File: config.mk
export PLATFORM = sky130hd
export DESIGN_NAME = ppp_map
export DESIGN_NICKNAME = d
export VERILOG_FILES = /design/src/rtl/ppp_pkg.sv /design/src/rtl/ppp_map.sv
export SDC_FILE = /design/constraint.sdc
export NUM_CORES = 1
export LEC_CHECK = 0
export ABC_AREA = 1
export BUFFER_PORTS_ARGS = -buffer_cell sky130_fd_sc_hd__buf_2
export CAP_MARGIN = 5
export CORE_UTILIZATION = 60
export CTS_CLUSTER_DIAMETER = 80
export DETAILED_ROUTE_END_ITERATION = 7
export PLACE_DENSITY = 0.88
export SYNTH_ARGS = -nofsm -noshare
export SYNTH_HDL_FRONTEND = slang
export SYNTH_SLANG_ARGS = --single-unit
File: constraint.sdc
create_clock -name clk -period 4.9 [get_ports clk]
set_input_delay 0.245 -clock clk [delete_from_list [all_inputs] [get_ports clk]]
set_output_delay 0.245 -clock clk [all_outputs]
set_load 0.1 [all_outputs]
File: src/rtl/ppp_pkg.sv
package ppp_pkg;

  localparam int COORD_WIDTH   = 32;
  localparam int FRAC_BITS_DEF = 16;
  localparam int SCALE_W       = 32;
  localparam int DIM_W         = 13;
  localparam int OUT_W         = 16;
  localparam int DEPTH_SHIFT   = OUT_W - 1;
  // quotient bits kept; anything at or above 2^(FRAC_BITS+QUO_GUARD) saturates that lane's output
  localparam int QUO_GUARD     = 17;
  localparam int LANES         = 3;

  localparam logic signed [SCALE_W-1:0] X_SCALE_RST  = SCALE_W'(1 << FRAC_BITS_DEF);
  localparam logic signed [SCALE_W-1:0] Y_SCALE_RST  = SCALE_W'(1 << FRAC_BITS_DEF);
  localparam logic signed [SCALE_W-1:0] Z_SCALE_RST  = -SCALE_W'(1 << FRAC_BITS_DEF);
  localparam logic signed [SCALE_W-1:0] Z_OFFSET_RST = '0;
  localparam logic [DIM_W-1:0]          WIDTH_RST    = DIM_W'(640);
  localparam logic [DIM_W-1:0]          HEIGHT_RST   = DIM_W'(480);

  typedef enum logic [2:0] {
    REG_X_SCALE       = 3'd0,
    REG_Y_SCALE       = 3'd1,
    REG_Z_SCALE       = 3'd2,
    REG_Z_OFFSET      = 3'd3,
    REG_SCREEN_WIDTH  = 3'd4,
    REG_SCREEN_HEIGHT = 3'd5
  } cfg_reg_t;

  typedef struct packed {
    logic signed [SCALE_W-1:0] x_scale;
    logic signed [SCALE_W-1:0] y_scale;
    logic signed [SCALE_W-1:0] z_scale;
    logic signed [SCALE_W-1:0] z_offset;
    logic [DIM_W-1:0]          screen_width;
    logic [DIM_W-1:0]          screen_height;
  } cfg_t;

  typedef struct packed {
    logic signed [COORD_WIDTH-1:0] point_x;
    logic signed [COORD_WIDTH-1:0] point_y;
    logic signed [COORD_WIDTH-1:0] point_z;
  } point_t;

  typedef struct packed {
    logic signed [OUT_W-1:0] screen_x;
    logic signed [OUT_W-1:0] screen_y;
    logic [OUT_W-1:0]        depth;
    logic                    behind_camera;
    logic                    saturated;
  } result_t;

  // side flags that ride along with the three lanes
  typedef struct packed {
    logic [LANES-1:0] neg;
    logic [LANES-1:0] ovf;
    logic             behind;
  } lane_flags_t;

  function automatic int num_width(int frac);
    int pw;
    int nx;
    int nz;
    pw = SCALE_W + COORD_WIDTH;
    nx = pw + DIM_W + 1;
    nz = ((pw > SCALE_W + frac) ? pw : SCALE_W + frac) + 1 + DEPTH_SHIFT;
    return (nx > nz) ? nx : nz;
  endfunction

  function automatic int quo_width(int frac);
    return frac + QUO_GUARD;
  endfunction

endpackage

File: src/rtl/ppp_map.sv
module ppp_map #(
  parameter int FRAC_BITS = ppp_pkg::FRAC_BITS_DEF,
  localparam int QW = ppp_pkg::quo_width(FRAC_BITS),
  localparam int TW = QW + 2,
  localparam int SW = TW + 1
) (
  input  logic                                 clk,
  input  logic                                 rst,
  input  ppp_pkg::cfg_t                        cfg,
  input  logic                                 in_valid,
  output logic                                 in_ready,
  input  logic [ppp_pkg::LANES-1:0][QW-1:0]    quo,
  input  logic [ppp_pkg::LANES-1:0]            rem_nz,
  input  ppp_pkg::lane_flags_t                 flags,
  output logic                                 out_valid,
  input  logic                                 out_ready,
  output ppp_pkg::result_t                     result
);

  localparam int OUT_MAX  = (1 << (ppp_pkg::OUT_W - 1)) - 1;
  localparam int OUT_MIN  = -(1 << (ppp_pkg::OUT_W - 1));
  localparam int DEP_MAX  = (1 << ppp_pkg::OUT_W) - 1;
  localparam int DEP_HALF = 1 << (ppp_pkg::OUT_W - 1);

  logic v1, v2, e1, e2;
  logic [ppp_pkg::LANES-1:0][TW-1:0] t, t_next, qx, up;
  logic behind1;

  logic signed [SW-1:0] tx, ty, tz, sx, sy, dp;
  logic [SW-1:0] wsh, hsh;
  ppp_pkg::result_t res_next;

  assign e2 = !v2 || out_ready;
  assign e1 = !v1 || e2;
  assign in_ready  = e1;
  assign out_valid = v2;

  always_ff @(posedge clk) begin
    if (rst) begin
      v1 <= 1'b0;
      v2 <= 1'b0;
    end else begin
      if (e1) v1 <= in_valid;
      if (e2) v2 <= v1;
    end
  end

  // signed quotient: lane 0 rounds up (x is mirrored), the others round down
  always_comb begin
    for (int l = 0; l < ppp_pkg::LANES; l++) begin
      qx[l] = TW'(quo[l]);
      up[l] = qx[l] + TW'(rem_nz[l]);
      if (flags.ovf[l]) begin
        t_next[l] = flags.neg[l] ? -(TW'(1) << QW) : (TW'(1) << QW);
      end else if (l == 0) begin
        t_next[l] = flags.neg[l] ? -qx[l] : up[l];
      end else begin
        t_next[l] = flags.neg[l] ? -up[l] : qx[l];
      end
    end
  end

  always_ff @(posedge clk) begin
    if (e1) begin
      t       <= t_next;
      behind1 <= flags.behind;
    end
  end

  always_comb begin
    tx  = $signed(t[0]);
    ty  = $signed(t[1]);
    tz  = $signed(t[2]);
    wsh = SW'(cfg.screen_width) << FRAC_BITS;
    hsh = SW'(cfg.screen_height) << FRAC_BITS;
    sx  = ($signed(wsh) - tx) >>> (FRAC_BITS + 1);
    sy  = ($signed(hsh) + ty) >>> (FRAC_BITS + 1);
    dp  = SW'(DEP_HALF) + (tz >>> FRAC_BITS);

    res_next = '0;
    if (behind1) begin
      res_next.behind_camera = 1'b1;
    end else begin
      if (sx > OUT_MAX) begin
        res_next.screen_x = ppp_pkg::OUT_W'(OUT_MAX);
        res_next.saturated = 1'b1;
      end else if (sx < OUT_MIN) begin
        res_next.screen_x = ppp_pkg::OUT_W'(OUT_MIN);
        res_next.saturated = 1'b1;
      end else begin
        res_next.screen_x = sx[ppp_pkg::OUT_W-1:0];
      end
      if (sy > OUT_MAX) begin
        res_next.screen_y = ppp_pkg::OUT_W'(OUT_MAX);
        res_next.saturated = 1'b1;
      end else if (sy < OUT_MIN) begin
        res_next.screen_y = ppp_pkg::OUT_W'(OUT_MIN);
        res_next.saturated = 1'b1;
      end else begin
        res_next.screen_y = sy[ppp_pkg::OUT_W-1:0];
      end
      if (dp > DEP_MAX) begin
        res_next.depth = ppp_pkg::OUT_W'(DEP_MAX);
        res_next.saturated = 1'b1;
      end else if (dp < 0) begin
        res_next.depth = '0;
        res_next.saturated = 1'b1;
      end else begin
        res_next.depth = dp[ppp_pkg::OUT_W-1:0];
      end
    end
  end

  always_ff @(posedge clk) begin
    if (e2) result <= res_next;
  end

endmodule

### After elaboration in Yosys (flattened, before gate mapping)

Cells that the tools add are included.

* output and inout bits: 52
* word-level logic and storage cells: 56
* flip-flop bits (word level): 158
* bits of input ports: 267

* multiplexer cells: 22
* order comparisons: 6
* add/subtract/negate cells: 9
* reduce and logical (&&, ||, !) cells: 6

Operator list (count)
* 35-bit 2-to-1 mux: 9
* 33-bit by 1-bit adder with 34-bit output: 3
* 34-bit negator with 35-bit output: 2
* 16-bit 2-to-1 mux: 4
* 19-bit by 16-bit > comparator with 1-bit output (second input constant): 2
* 19-bit by 16-bit < comparator with 1-bit output (second input constant): 2
* 30-bit by 35-bit adder with 36-bit output: 1
* 30-bit by 35-bit subtractor with 36-bit output: 1
* 33-bit negator with 35-bit output: 1
* 15-bit 2-to-1 mux: 2
* 17-bit by 19-bit adder with 20-bit output (first input constant): 1
* 20-bit by 17-bit > comparator with 1-bit output (second input constant): 1
* 20-bit by 1-bit < comparator with 1-bit output (second input constant): 1
* 1-bit 2-to-1 mux: 7
* 2-bit OR reduction: 2
* 1-bit logical NOT: 2
* 1-bit logical OR: 2

### Logic depth before layout (Yosys ltp)

Gate-level depths: netlist of run 1.

* depth in word-level cells: 8
* mapped depth: 16
* mapped depth without buffers: 16

### Least setup slack after synthesis of run 1

Ideal clock, no wire load.

* kind: reg-to-reg
* start: reg v2 (netlist: out_valid)
* end: reg behind1 (enable)
* clock period less this slack: 4.886 ns
* cell stages (with the launch flop): 2
* setup slack: 0.014 ns
* required time: 3.664 ns
* arrival: 3.650 ns
* path buffers: 0
* setup time: 1.236 ns
* cells stage by stage: dfxtp_1 -> nand3_1

* cells in the longest elaborated chain, start to end: 3

Ends and longest elaborated chain
* from (decl): RTL line ppp_map.sv:25 `logic v1, v2, e1, e2;`
* from (signal assigned): RTL line ppp_map.sv:44 `if (e2) v2 <= v1;`
* 1-bit logical NOT: RTL line ppp_map.sv:33 `assign e2 = !v2 || out_ready;`
* 1-bit logical OR: RTL line ppp_map.sv:33
* 1-bit logical OR: RTL line ppp_map.sv:34 `assign e1 = !v1 || e2;`
* named net in_ready: RTL line ppp_map.sv:11 `output logic in_ready,`
* to (signal assigned): RTL line ppp_map.sv:66 `behind1 <= flags.behind;`
* to (decl): RTL line ppp_map.sv:27 `logic behind1;`

The timed path passes the listed nets, and every way through them passes these cells.
A chain may end at the register's enable or synchronous reset.

### Worst setup path in the final report of run 1

* start: reg t[17] in the netlist's numbering
* end: reg result[0] in the netlist's numbering, data pin

* cells in the longest elaborated chain, start to end: 8
* elaborated cells between the ends (all ways): 9
* classes of those cells: add/sub (1); order compare (2); mux (6)

Ends and longest elaborated chain
* from (decl): RTL line ppp_map.sv:26 `logic [ppp_pkg::LANES-1:0][TW-1:0] t, t_next, qx, up;`
* from (signal assigned): RTL line ppp_map.sv:65 `t <= t_next;`
* 30-bit by 35-bit subtractor with 36-bit output (*): RTL line ppp_map.sv:76 `sx = ($signed(wsh) - tx) >>> (FRAC_BITS + 1);`
* 19-bit by 16-bit < comparator with 1-bit output: RTL line ppp_map.sv:87 `end else if (sx < OUT_MIN) begin`
* 1-bit 2-to-1 mux: RTL line ppp_map.sv:87
* 1-bit 2-to-1 mux (*): RTL line ppp_map.sv:84 `if (sx > OUT_MAX) begin`
* 1-bit 2-to-1 mux (*): RTL line ppp_map.sv:96 `end else if (sy < OUT_MIN) begin`
* 1-bit 2-to-1 mux (*): RTL line ppp_map.sv:93 `if (sy > OUT_MAX) begin`
* 1-bit 2-to-1 mux (*): RTL line ppp_map.sv:105 `end else if (dp < 0) begin`
* 1-bit 2-to-1 mux (*): RTL line ppp_map.sv:102 `if (dp > DEP_MAX) begin`
* to (signal assigned): RTL line ppp_map.sv:115 `if (e2) result <= res_next;`
* to (decl): RTL line ppp_map.sv:17 `output ppp_pkg::result_t result`

Every way passes the cells marked *; elsewhere a longest branch is shown, timed or not.

==> metrics.md, run 1 <==
| Metric | Value |
|---|---|
| Die ar. | 22,100 um2 |
| Setup violators final | 0 |
| Initial antenna violation count | 1 |
| DR WL/cell | 16.3 um |
| Die width | 149 um |
| Yosys cell types | 58 |
| Num CTS Buffers | 17 |
| CP Max Fanout | 16 |
| Syn Nets | 2,304 |
| Setup crit end kind | register |
| Clk pin slew, worst setup/hold paths | 0.06 ns |
| Via density | 5.72 |
| # DRC | 0 |
| M1 wire length | 16,600 um |
| Post-CTS Setup Bufs | 0 |
| Clock share of power | 29.1% |
| P_sw | 1.82 mW |
| CP Buf/Inv Count | 1 |
| Peak supply drop | 0.222 mV |
| Uppermost layer routed | met4 |
| Max-slew violations | 0 |
| Mapped Cells | 1,941 |
| Share of the synthesized area in the top cell type | 28.9% |
| Critical path's slowest cell | o31ai_4 |
| Rel. slew slack | 15.4% |
| Main synth FF type | edfxtp_1 |
| Routed length on met2 | 18,000 um |
| P&R area growth vs syn | 13.5% |
| Period utilization | 56.4% |
| Top cells by area, synth | edfxtp_1 (29%), nand2_1 (13%), inv_1 (10%) |
| Hold_sp | flags[0] |
| HP Class | in -> reg |
| Period minus WS final | 2.77 ns |
| Final HPWL DP | 31,400 um |
| Setup TNS | 0 ns |
| R2r setup slk | 2.13 ns |
| Sequential fraction of the synthesis area | 29.2% |
| Hold Path Sink | behind1 |
| Combinational Power Share | 38.6% |
| Core Rows | 53 |
| Sw Share | 43.0% |
| Average size of a mapped cell | 6.64 um2 |
| Final Hold Fails | 0 |
| Design area | 14,600 um2 |
| Max-Cap Viols | 0 |
| Ratio of cells with drive above 1 in the final layout | 12.2% |
| ANT cells | 0 |
| YS warnings | 0 |
| PostCTS Resize Cnt | 0 |
| Antenna Nets Post-Route | 0 |
| Initial core utilization | 61.3% |
| RSZ-0062 raised after global routing | no |
| DIE HEIGHT | 149 um |
| Seq pwr share | 32.3% |
| Initial DRC count | 1,338 |
| Seq cells post-synth | 126 |
| Critical Path AT | 2.90 ns |
| Leakage power | 7.49 nW |
| Most frequent cell after synthesis | nand2_1 |
| Via count | 13,800 |
| First-pass DRT Iterations | 6 |
| Cell Pwr Density | 290 nW/um2 |
| Port Buffers | 190 |
| CP Class | reg -> reg |
| CTS sink cnt | 126 |
| DR WL met3 | 3270 um |
| Top Ports | 319 |
| First-pass GRT wire length | 62,800 um |
| Post-Place Cell Area | 14,100 um2 |
| CP most frequent cell | nand2_1 |
| Max Buffers Root-to-Sink | 2 |
| Reg-to-Reg Start | t[17] |
| GRT Total Usage | 36.0% |
| Internal power | 2.42 mW |
| Run status | complete, no violations |
| Asr flop ratio synth | 0% |
| CTS tree | built |
| Crit. path cell count | 14 |
| Highest cell delay on the worst timing path | 0.61 ns |
| Drt total wl | 39,200 um |
| Worst r2r path cells | 14 |
| DP Worst Slack | 2.16 ns |
| H-tree level count | 4 |
| Worst Path Required | 5.03 ns |
| Commonest cells in the netlist | nand2_1 (435), inv_1 (356), nor2_1 (210), a21oi_1 (194) |
| Core area | 21,000 um2 |
| Root Buffer | clkbuf_16 |
| Post-Syn Area | 12,900 um2 |
| Slew @ Worst Pin | 1.26 ns |
| Vias in the first global route | 12,900 |
| Startpoint types | register |
| Worst Hold Depth | 1 |
| Nets | 2,483 |
| R2R Path End | result[0] |
| Clock Latency Late Sink | 0.44 ns |
| Largest net degree at the start of global routing | 77 |
| Global route overflow | 0 |
| Setup WS post-layout | 2.13 ns |
| Routability congestion estimate | 1.02 |
| EDFF count, synth | 124 |
| Fmax | 0.362 GHz |
| Largest delay share family, worst path | simple AND/OR/NAND/NOR gates |
| Dominant cell type by area after synthesis | edfxtp_1 |
| Post-layout util | 69.6% |
| Hold Buf Count CTS | 1 |
| Final Skew | 0.0197 ns |
| Crit path cell chain | inv_1 > ha_1 > nand2_1 > nand2_1 > nand2_1 > nand2_1 > nand2_1 > nand2_1 > nand2_1 > nand3_1 > o31ai_4 > nand3_1 > nor2_1 > nor2_1 |
==> worst max-delay path by stage <==
stage	start	end	slack, ns
after detailed placement	cfg[14]	result[0]	2.16
after CTS	t[17]	result[0]	2.16
after global placement	cfg[14]	result[0]	2.25
after floorplan	out_valid	behind1	0.01
after global routing	t[17]	result[0]	1.90
final	t[17]	result[0]	2.13
==> power by group through the flow <==
stage	sequential [mW]	clock (mW)	combinational [mW]
floorplan	1.80	0	0.796
global placement	1.38	0	1.57
detailed placement	1.39	0	1.60
CTS	1.37	1.23	1.61
global route	1.38	1.27	1.78
finish	1.37	1.24	1.64
==> state kept, by name (all words and copies together), names as in the netlist <==
name	flops
behind1	1
out_valid	1
result	50
t	73
v1	1
==> logic make-up (layout without fill, tap and decap cells) <==
group	after synthesis	after routing	synth area share (%)
xor gates and xnor gates	53	53	3.60
buffers and inverters	393	585	11.7
adders and majority gates	96	96	9.37
DFF	126	126	29.2
and+or+nand+nor	862	862	28.5
AOI/OAI and AO/OA	411	411	17.7
==> worst register-to-register path: stages, from the launching register on <==
cell	delay, ns
edfxtp_1	0.36
inv_1	0.07
ha_1	0.29
nand2_1	0.09
nand2_1	0.13
nand2_1	0.09
nand2_1	0.05
nand2_1	0.06
nand2_1	0.06
nand2_1	0.08
nand3_1	0.19
o31ai_4	0.62
nand3_1	0.18
nor2_1	0.13
nor2_1	0.07
==> final cells by class <==
cell class                      instances  area, um2
Clock buffer                           17        425
Fill cell                            1798       6380
Tap cell                              275        344
Inverter                              362       1360
Timing Repair Buffer                  191        961
Sequential cell                       126       3760
Multi-Input combinational cell       1422       7640
Clock inverter                         15        146
==> stage by stage <==
step / power, mW / hold slack [ns] / std cells
after global routing: 4.42 / 0.00665 / 2408
after CTS: 4.21 / 0.00531 / 2408
after floorplan: 2.60 / 0.314 / 1941
final: 4.24 / 0.0137 / 2408
after detailed placement: 2.98 / 0.428 / 2375
after global placement: 2.95 / 0.418 / 2375
==> per-layer routing <==
metal  up-vias  GRT usage, %
met5         -             0
met4         0          14.2
met3       104          4.54
met2       707          60.3
met1      6182          47.2
li1       6776             -
==> layout by cell type (no fill, tap or decap), types with 11 or more instances in the layout <==
| master | netlist | layout |
|---|---|---|
| o21bai_1 | 18 | 18 |
| nor3_1 | 29 | 29 |
| inv_1 | 356 | 356 |
| ha_1 | 95 | 95 |
| o21ai_0 | 124 | 124 |
| nand2_2 | 10 | 11 |
| nand4_1 | 37 | 37 |
| clkbuf_16 | 0 | 17 |
| o21ai_1 | 11 | 11 |
| edfxtp_1 | 124 | 124 |
| a21o_1 | 17 | 17 |
| a31oi_1 | 15 | 15 |
| a21oi_1 | 194 | 194 |
| nor4_1 | 14 | 14 |
| nor2_1 | 210 | 210 |
| buf_2 | 2 | 190 |
| xor2_1 | 41 | 41 |
| nand3_1 | 99 | 98 |
| xnor2_1 | 12 | 12 |
| nand2_1 | 435 | 434 |
Power figures use the tool's default switching activity.
==> run 2, diff against run 1 <==
ABC_AREA = 0   (was 1)
CORE_UTILIZATION = 53   (was 60)
PLACE_DENSITY = 0.82   (was 0.88)
clock period = 2.8 ns   (was 4.9 ns; I/O delays follow)
==> metrics.md, run 2 <==
| Metric | Value |
|---|---|
| Run status | finished, violations left |
| Violated checks | setup timing |
| Largest delay share family, worst path | compound AO/OA/AOI/OAI gates |
| Final Skew | 0.00946 ns |
| Seq cells post-synth | 126 |
| Placed cell count | 1,658 |
| Yosys cell types | 79 |
| Period utilization | 109% |
| Main synth FF type | edfxtp_1 |
| CTS tree | built |
| CTS sink cnt | 126 |
| First-pass DRT Iterations | 5 |
| First-pass GRT wire length | 41,700 um |
| Startpoint types | register |
| CP Buf/Inv Count | 1 |
| Period minus WS final | 3.04 ns |
| CP Class | reg -> reg |
| Rel. slew slack | 38.4% |
| Mapped Cells | 1,147 |
| Setup crit end kind | register |
| Leading registers by flop count | t: 73 flops, result: 50 flops |
| YS warnings | 0 |
| Reg-to-Reg Start | t[52] |
| Max-slew violations | 0 |
| Vias in the first global route | 9,110 |
| Max-Cap Viols | 0 |
| Global route overflow | 0 |
| Initial core utilization | 54.8% |
| Dominant cell type by area after synthesis | edfxtp_1 |
| Post-layout util | 69.2% |
| P&R area growth vs syn | 26.2% |
| GRT Total Usage | 25.8% |
| Most frequent cells in the layout | buf_2 (190), edfxtp_1 (124), nor2_1 (112) |
| Fmax | 0.328 GHz |
| Setup WS post-layout | -0.244 ns |
| Routability congestion estimate | 0.917 |
| Antenna Nets Post-Route | 0 |
| Ratio of cells with drive above 1 in the final layout | 25.9% |
| Leakage power | 6.13 nW |
| Die width | 142 um |
| Root Buffer | clkbuf_16 |
| Commonest non-fill, non-tap cell in the layout | buf_2 |
| Highest cell delay on the worst timing path | 0.43 ns |
| Critical path's slowest cell | edfxtp_1 |
| Core Rows | 50 |
| Largest net degree at the start of global routing | 43 |
| Clock Latency Late Sink | 0.42 ns |
| Setup violators final | 32 |
| Via density | 5.65 |
| Top Ports | 319 |
| HP Class | in -> reg |
| Sequential fraction of the synthesis area | 36.2% |
| Share of the synthesized area in the top cell type | 35.8% |
| Final HPWL DP | 19,900 um |
| Peak supply drop | 0.328 mV |
| Final Hold Fails | 0 |
| Cell Pwr Density | 548 nW/um2 |
| Syn Nets | 1,510 |
| CP Max Fanout | 4 |
| Commonest cells in the netlist | edfxtp_1 (124), nor2_1 (112), inv_1 (109), ha_1 (95), a21oi_1 (92) |
| Max Buffers Root-to-Sink | 2 |
| DIE HEIGHT | 142 um |
| Port Buffers | 190 |
| RSZ-0062 raised after global routing | yes |
| Via count | 9,600 |
| Power, Total | 7.18 mW |
| Initial antenna violation count | 3 |
| Drt total wl | 26,000 um |
| Register name with the most flops | t |
| Crit path from | t[52] |
| EDFF count, synth | 124 |
| Num CTS Buffers | 17 |
| Core area | 19,000 um2 |
| Crit path cell chain | ha_4 > a311oi_2 > o21bai_1 > a41o_1 > o311a_1 > a311o_1 > or3_4 > a2bb2oi_4 > buf_6 > a31oi_1 |
| Most frequent cell after synthesis | edfxtp_1 |
| Post-Syn Area | 10,400 um2 |
| Hold_sp | out_ready |
| Fill cells | 1,474 |
| Worst hold slack | 0.0808 ns |
| Average size of a mapped cell | 9.06 um2 |
| Worst Path Required | 2.92 ns |
| Initial DRC count | 559 |
| Critical Path AT | 3.16 ns |
| Die ar. | 20,200 um2 |
| Slew @ Worst Pin | 0.924 ns |
| Asr flop ratio synth | 0% |
| Max FFs per register | 73 |
| Post-route insts no fill | 1,700 |
| DR WL/cell | 15.3 um |
| Clk pin slew, worst setup/hold paths | 0.05 ns |
| # DRC | 0 |
| Top cells by area, synth | edfxtp_1 (36%), ha_1 (11%), a21oi_1 (4.4%) |
| Nets | 1,790 |
| H-tree level count | 4 |
[run 2: cell count changes after synthesis, sizes merged, moves of 58 or more]
cell / before / now
nand2: 446 / 64
nand3: 101 / 28
inv: 360 / 109
a21oi: 195 / 93
o21ai: 137 / 79
nor2: 213 / 112
[run 2: timing repair]
action                                  4_1_cts  5_1_grt
resized for setup                            13       27
setup buffers                                 2        3
endpoints found under the setup margin       32       34
gates cloned                                  1        1
pin swaps                                     9       17
hold buffers                                  3        0
hold endpoints to repair                      3        0
[run 2: logic make-up after synthesis]
| group | synth area share [%] |
|---|---|
| AO/OA/AOI/OAI | 22.2 |
| buffers and inverters | 5.37 |
| multiplexers | 1.73 |
| adder cells (fa/ha/maj) | 11.6 |
| flip-flops | 36.2 |
| XOR/XNOR | 7.00 |
| AND/OR/NAND/NOR | 15.8 |
[run 2: final cells by class]
cell class | count | area, um2 | area share [%]
multi-input cells | 879 | 6280 | 47.9
flip-flops and latches | 126 | 3760 | 28.7
repair buffers | 294 | 1790 | 13.6
clock buffers | 20 | 437 | 3.33
inverters | 109 | 409 | 3.12
well taps | 260 | 325 | 2.48
clock inverters | 10 | 98.8 | 0.754
diodes | 2 | 5.00 | 0.0382
[run 2: where the power goes]
part | total (mW) | switching [mW] | internal, mW
sequential | 2.41 | 0.0801 | 2.33
combinational | 2.76 | 1.83 | 0.934
clock | 2.01 | 0.731 | 1.28
[run 2: worst paths after layout]
kind | to | slack (ns) | cells after the start
worst max-delay path | result[0] | -0.24 | 10
worst min-delay path | out_valid | 0.08 | 4
worst max register to register | result[0] | -0.24 | 10
worst min register to register | out_valid | 0.53 | 2
[run 2: metal layers]
layer	global-route usage [%]	share of wire (%)
met2	43.3	47
met5	0	0.031
met1	32.3	43
met4	8.72	2.6
met3	6.33	7.5
[run 2: per-stage QoR]
stage                     instance area [um2]  setup WS [ns]  TNS, ns
after global routing                    13100         -0.312    -8.47
after detailed placement                12300         -0.295    -7.85
after global placement                  12300         -0.187    -4.68
after CTS                               12900         -0.251    -5.36
after floorplan                         10400         -0.147    -1.63
final                                   13100         -0.244    -5.00
[run 2: tightest hold or removal path: stages]
cell     delay (ns)
buf_2          0.07
nor2b_1        0.09
nor2_1         0.10
nor2_1         0.04
==> run 3, diff against run 2 <==
PLACE_DENSITY = 0.78   (was 0.82)
==> metrics.md, run 3 (synthesis gave the netlist of run 2 again) <==
| Metric | Value |
|---|---|
| Run status | finished, violations left |
| Violated checks | setup timing |
| Nets | 1,811 |
| Worst Path Required | 3.01 ns |
| Setup crit end kind | register |
| Startpoint types | register |
| Max-Cap Viols | 0 |
| Final Skew | 0.0124 ns |
| CTS tree | built |
| Max FFs per register | 73 |
| Setup WS post-layout | -0.307 ns |
| Rel. slew slack | 32.0% |
| Largest net degree at the start of global routing | 52 |
| Root Buffer | clkbuf_16 |
| # DRC | 0 |
| Fill cells | 1,399 |
| Antenna Nets Post-Route | 0 |
| Register name with the most flops | t |
| First-pass DRT Iterations | 5 |
| Die width | 142 um |
| First-pass GRT wire length | 42,300 um |
| Post-Place Cell Area | 12,300 um2 |
| Period utilization | 111% |
| Vias in the first global route | 8,985 |
| Num CTS Buffers | 17 |
| Most frequent cells in the layout | buf_2 (190), edfxtp_1 (124), buf_4 (114) |
| Commonest non-fill, non-tap cell in the layout | buf_2 |
| Power, Total | 7.84 mW |
| Setup TNS | -7.67 ns |
| GRT Total Usage | 26.5% |
| Initial antenna violation count | 7 |
| CP Max Fanout | 3 |
| Final HPWL DP | 19,900 um |
| Ratio of cells with drive above 1 in the final layout | 28.5% |
| Initial core utilization | 54.8% |
| Cell Pwr Density | 580 nW/um2 |
| Via density | 5.64 |
| Drt total wl | 27,100 um |
| CP Class | reg -> reg |
| Final Hold Fails | 0 |
| Fmax | 0.322 GHz |
| Max Buffers Root-to-Sink | 2 |
| Leakage power | 6.31 nW |
| Top Ports | 319 |
| Leading registers by flop count | t: 73 flops, result: 50 flops |
| Design area | 13,500 um2 |
| DP Worst Slack | -0.291 ns |
| Max-slew violations | 0 |
| P&R area growth vs syn | 30.2% |
| Via count | 9,736 |
| Die ar. | 20,200 um2 |
| DR WL/cell | 15.7 um |
| H-tree level count | 4 |
| RSZ-0062 raised after global routing | yes |
| Slew @ Worst Pin | 1.02 ns |
| Clock Latency Late Sink | 0.43 ns |
| Port Buffers | 190 |
| Initial DRC count | 645 |
| Peak supply drop | 0.304 mV |
| Routability congestion estimate | 0.919 |
| HP Class | in -> reg |
| Setup violators final | 32 |
| Core Rows | 50 |
| Global route overflow | 0 |
| Core area | 19,000 um2 |
| Period minus WS final | 3.11 ns |
| Clk pin slew, worst setup/hold paths | 0.06 ns |
| Critical Path AT | 3.32 ns |
| DIE HEIGHT | 142 um |
| CTS sink cnt | 126 |
run 3: cell type report:
class,instances,area [um2],area share [%]
multi-input combinational,879,6360,47.0
sequential,126,3760,27.8
timing repair buffer,315,1970,14.5
clock buffer,18,429,3.17
inverter,109,409,3.02
tap,260,325,2.40
clock inverter,14,264,1.95
antenna,4,10.0,0.0740
run 3: critical path, stage by stage, from the launching register on:
cell and delay [ns]:
edfxtp_1 0.31, inv_1 0.04, ha_1 0.25, or4b_4 0.46, nor4_4 0.37, a211oi_4 0.14, a2111oi_4 0.38, a21boi_2 0.12
o21ai_2 0.17, a21o_2 0.21, buf_6 0.11, nand2_1 0.04, a21oi_1 0.28
run 3: stage by stage:
step | util, % | hold slack (ns) | instances
2_1_floorplan | - | 0.212 | 1147
3_3_place_gp | 64.9 | 0.316 | 1660
3_5_place_dp | 64.9 | 0.318 | 1660
4_1_cts | 70.3 | 0.0600 | 1716
5_1_grt | 71.3 | 0.0976 | 1722
6_report | 71.4 | 0.0753 | 1725
run 3: final timing paths:
path	startpoint	end	slack, ns	cells after the start
worst max-delay path	t[16]	result[34]	-0.31	12
worst min-delay path	out_ready	out_valid	0.08	4
worst max register to register	t[16]	result[34]	-0.31	12
worst min register to register	v1	out_valid	0.54	2
run 3: where the power goes:
group | switching, mW | leakage [nW] | internal [mW]
clock network | 0.817 | 0.327 | 1.76
logic | 1.87 | 4.58 | 0.989
registers | 0.0813 | 1.41 | 2.33
run 3: per-layer routing:
metal	GRT usage, %	up-vias	part of all wire, %
li1	-	4856	-
met1	34.0	4465	44
met2	43.7	353	47
met3	5.52	56	6.5
met4	10.2	6	2.9
met5	0	-	0.15
run 3: what timing repair did:
action                                  4_1_cts  5_1_grt
hold buffers                                  3        0
setup buffers                                18        6
endpoints found under the setup margin       32       36
hold endpoints to repair                      3        0
gates cloned                                  3        0
resized for setup                            26       38
pin swaps                                    14       21
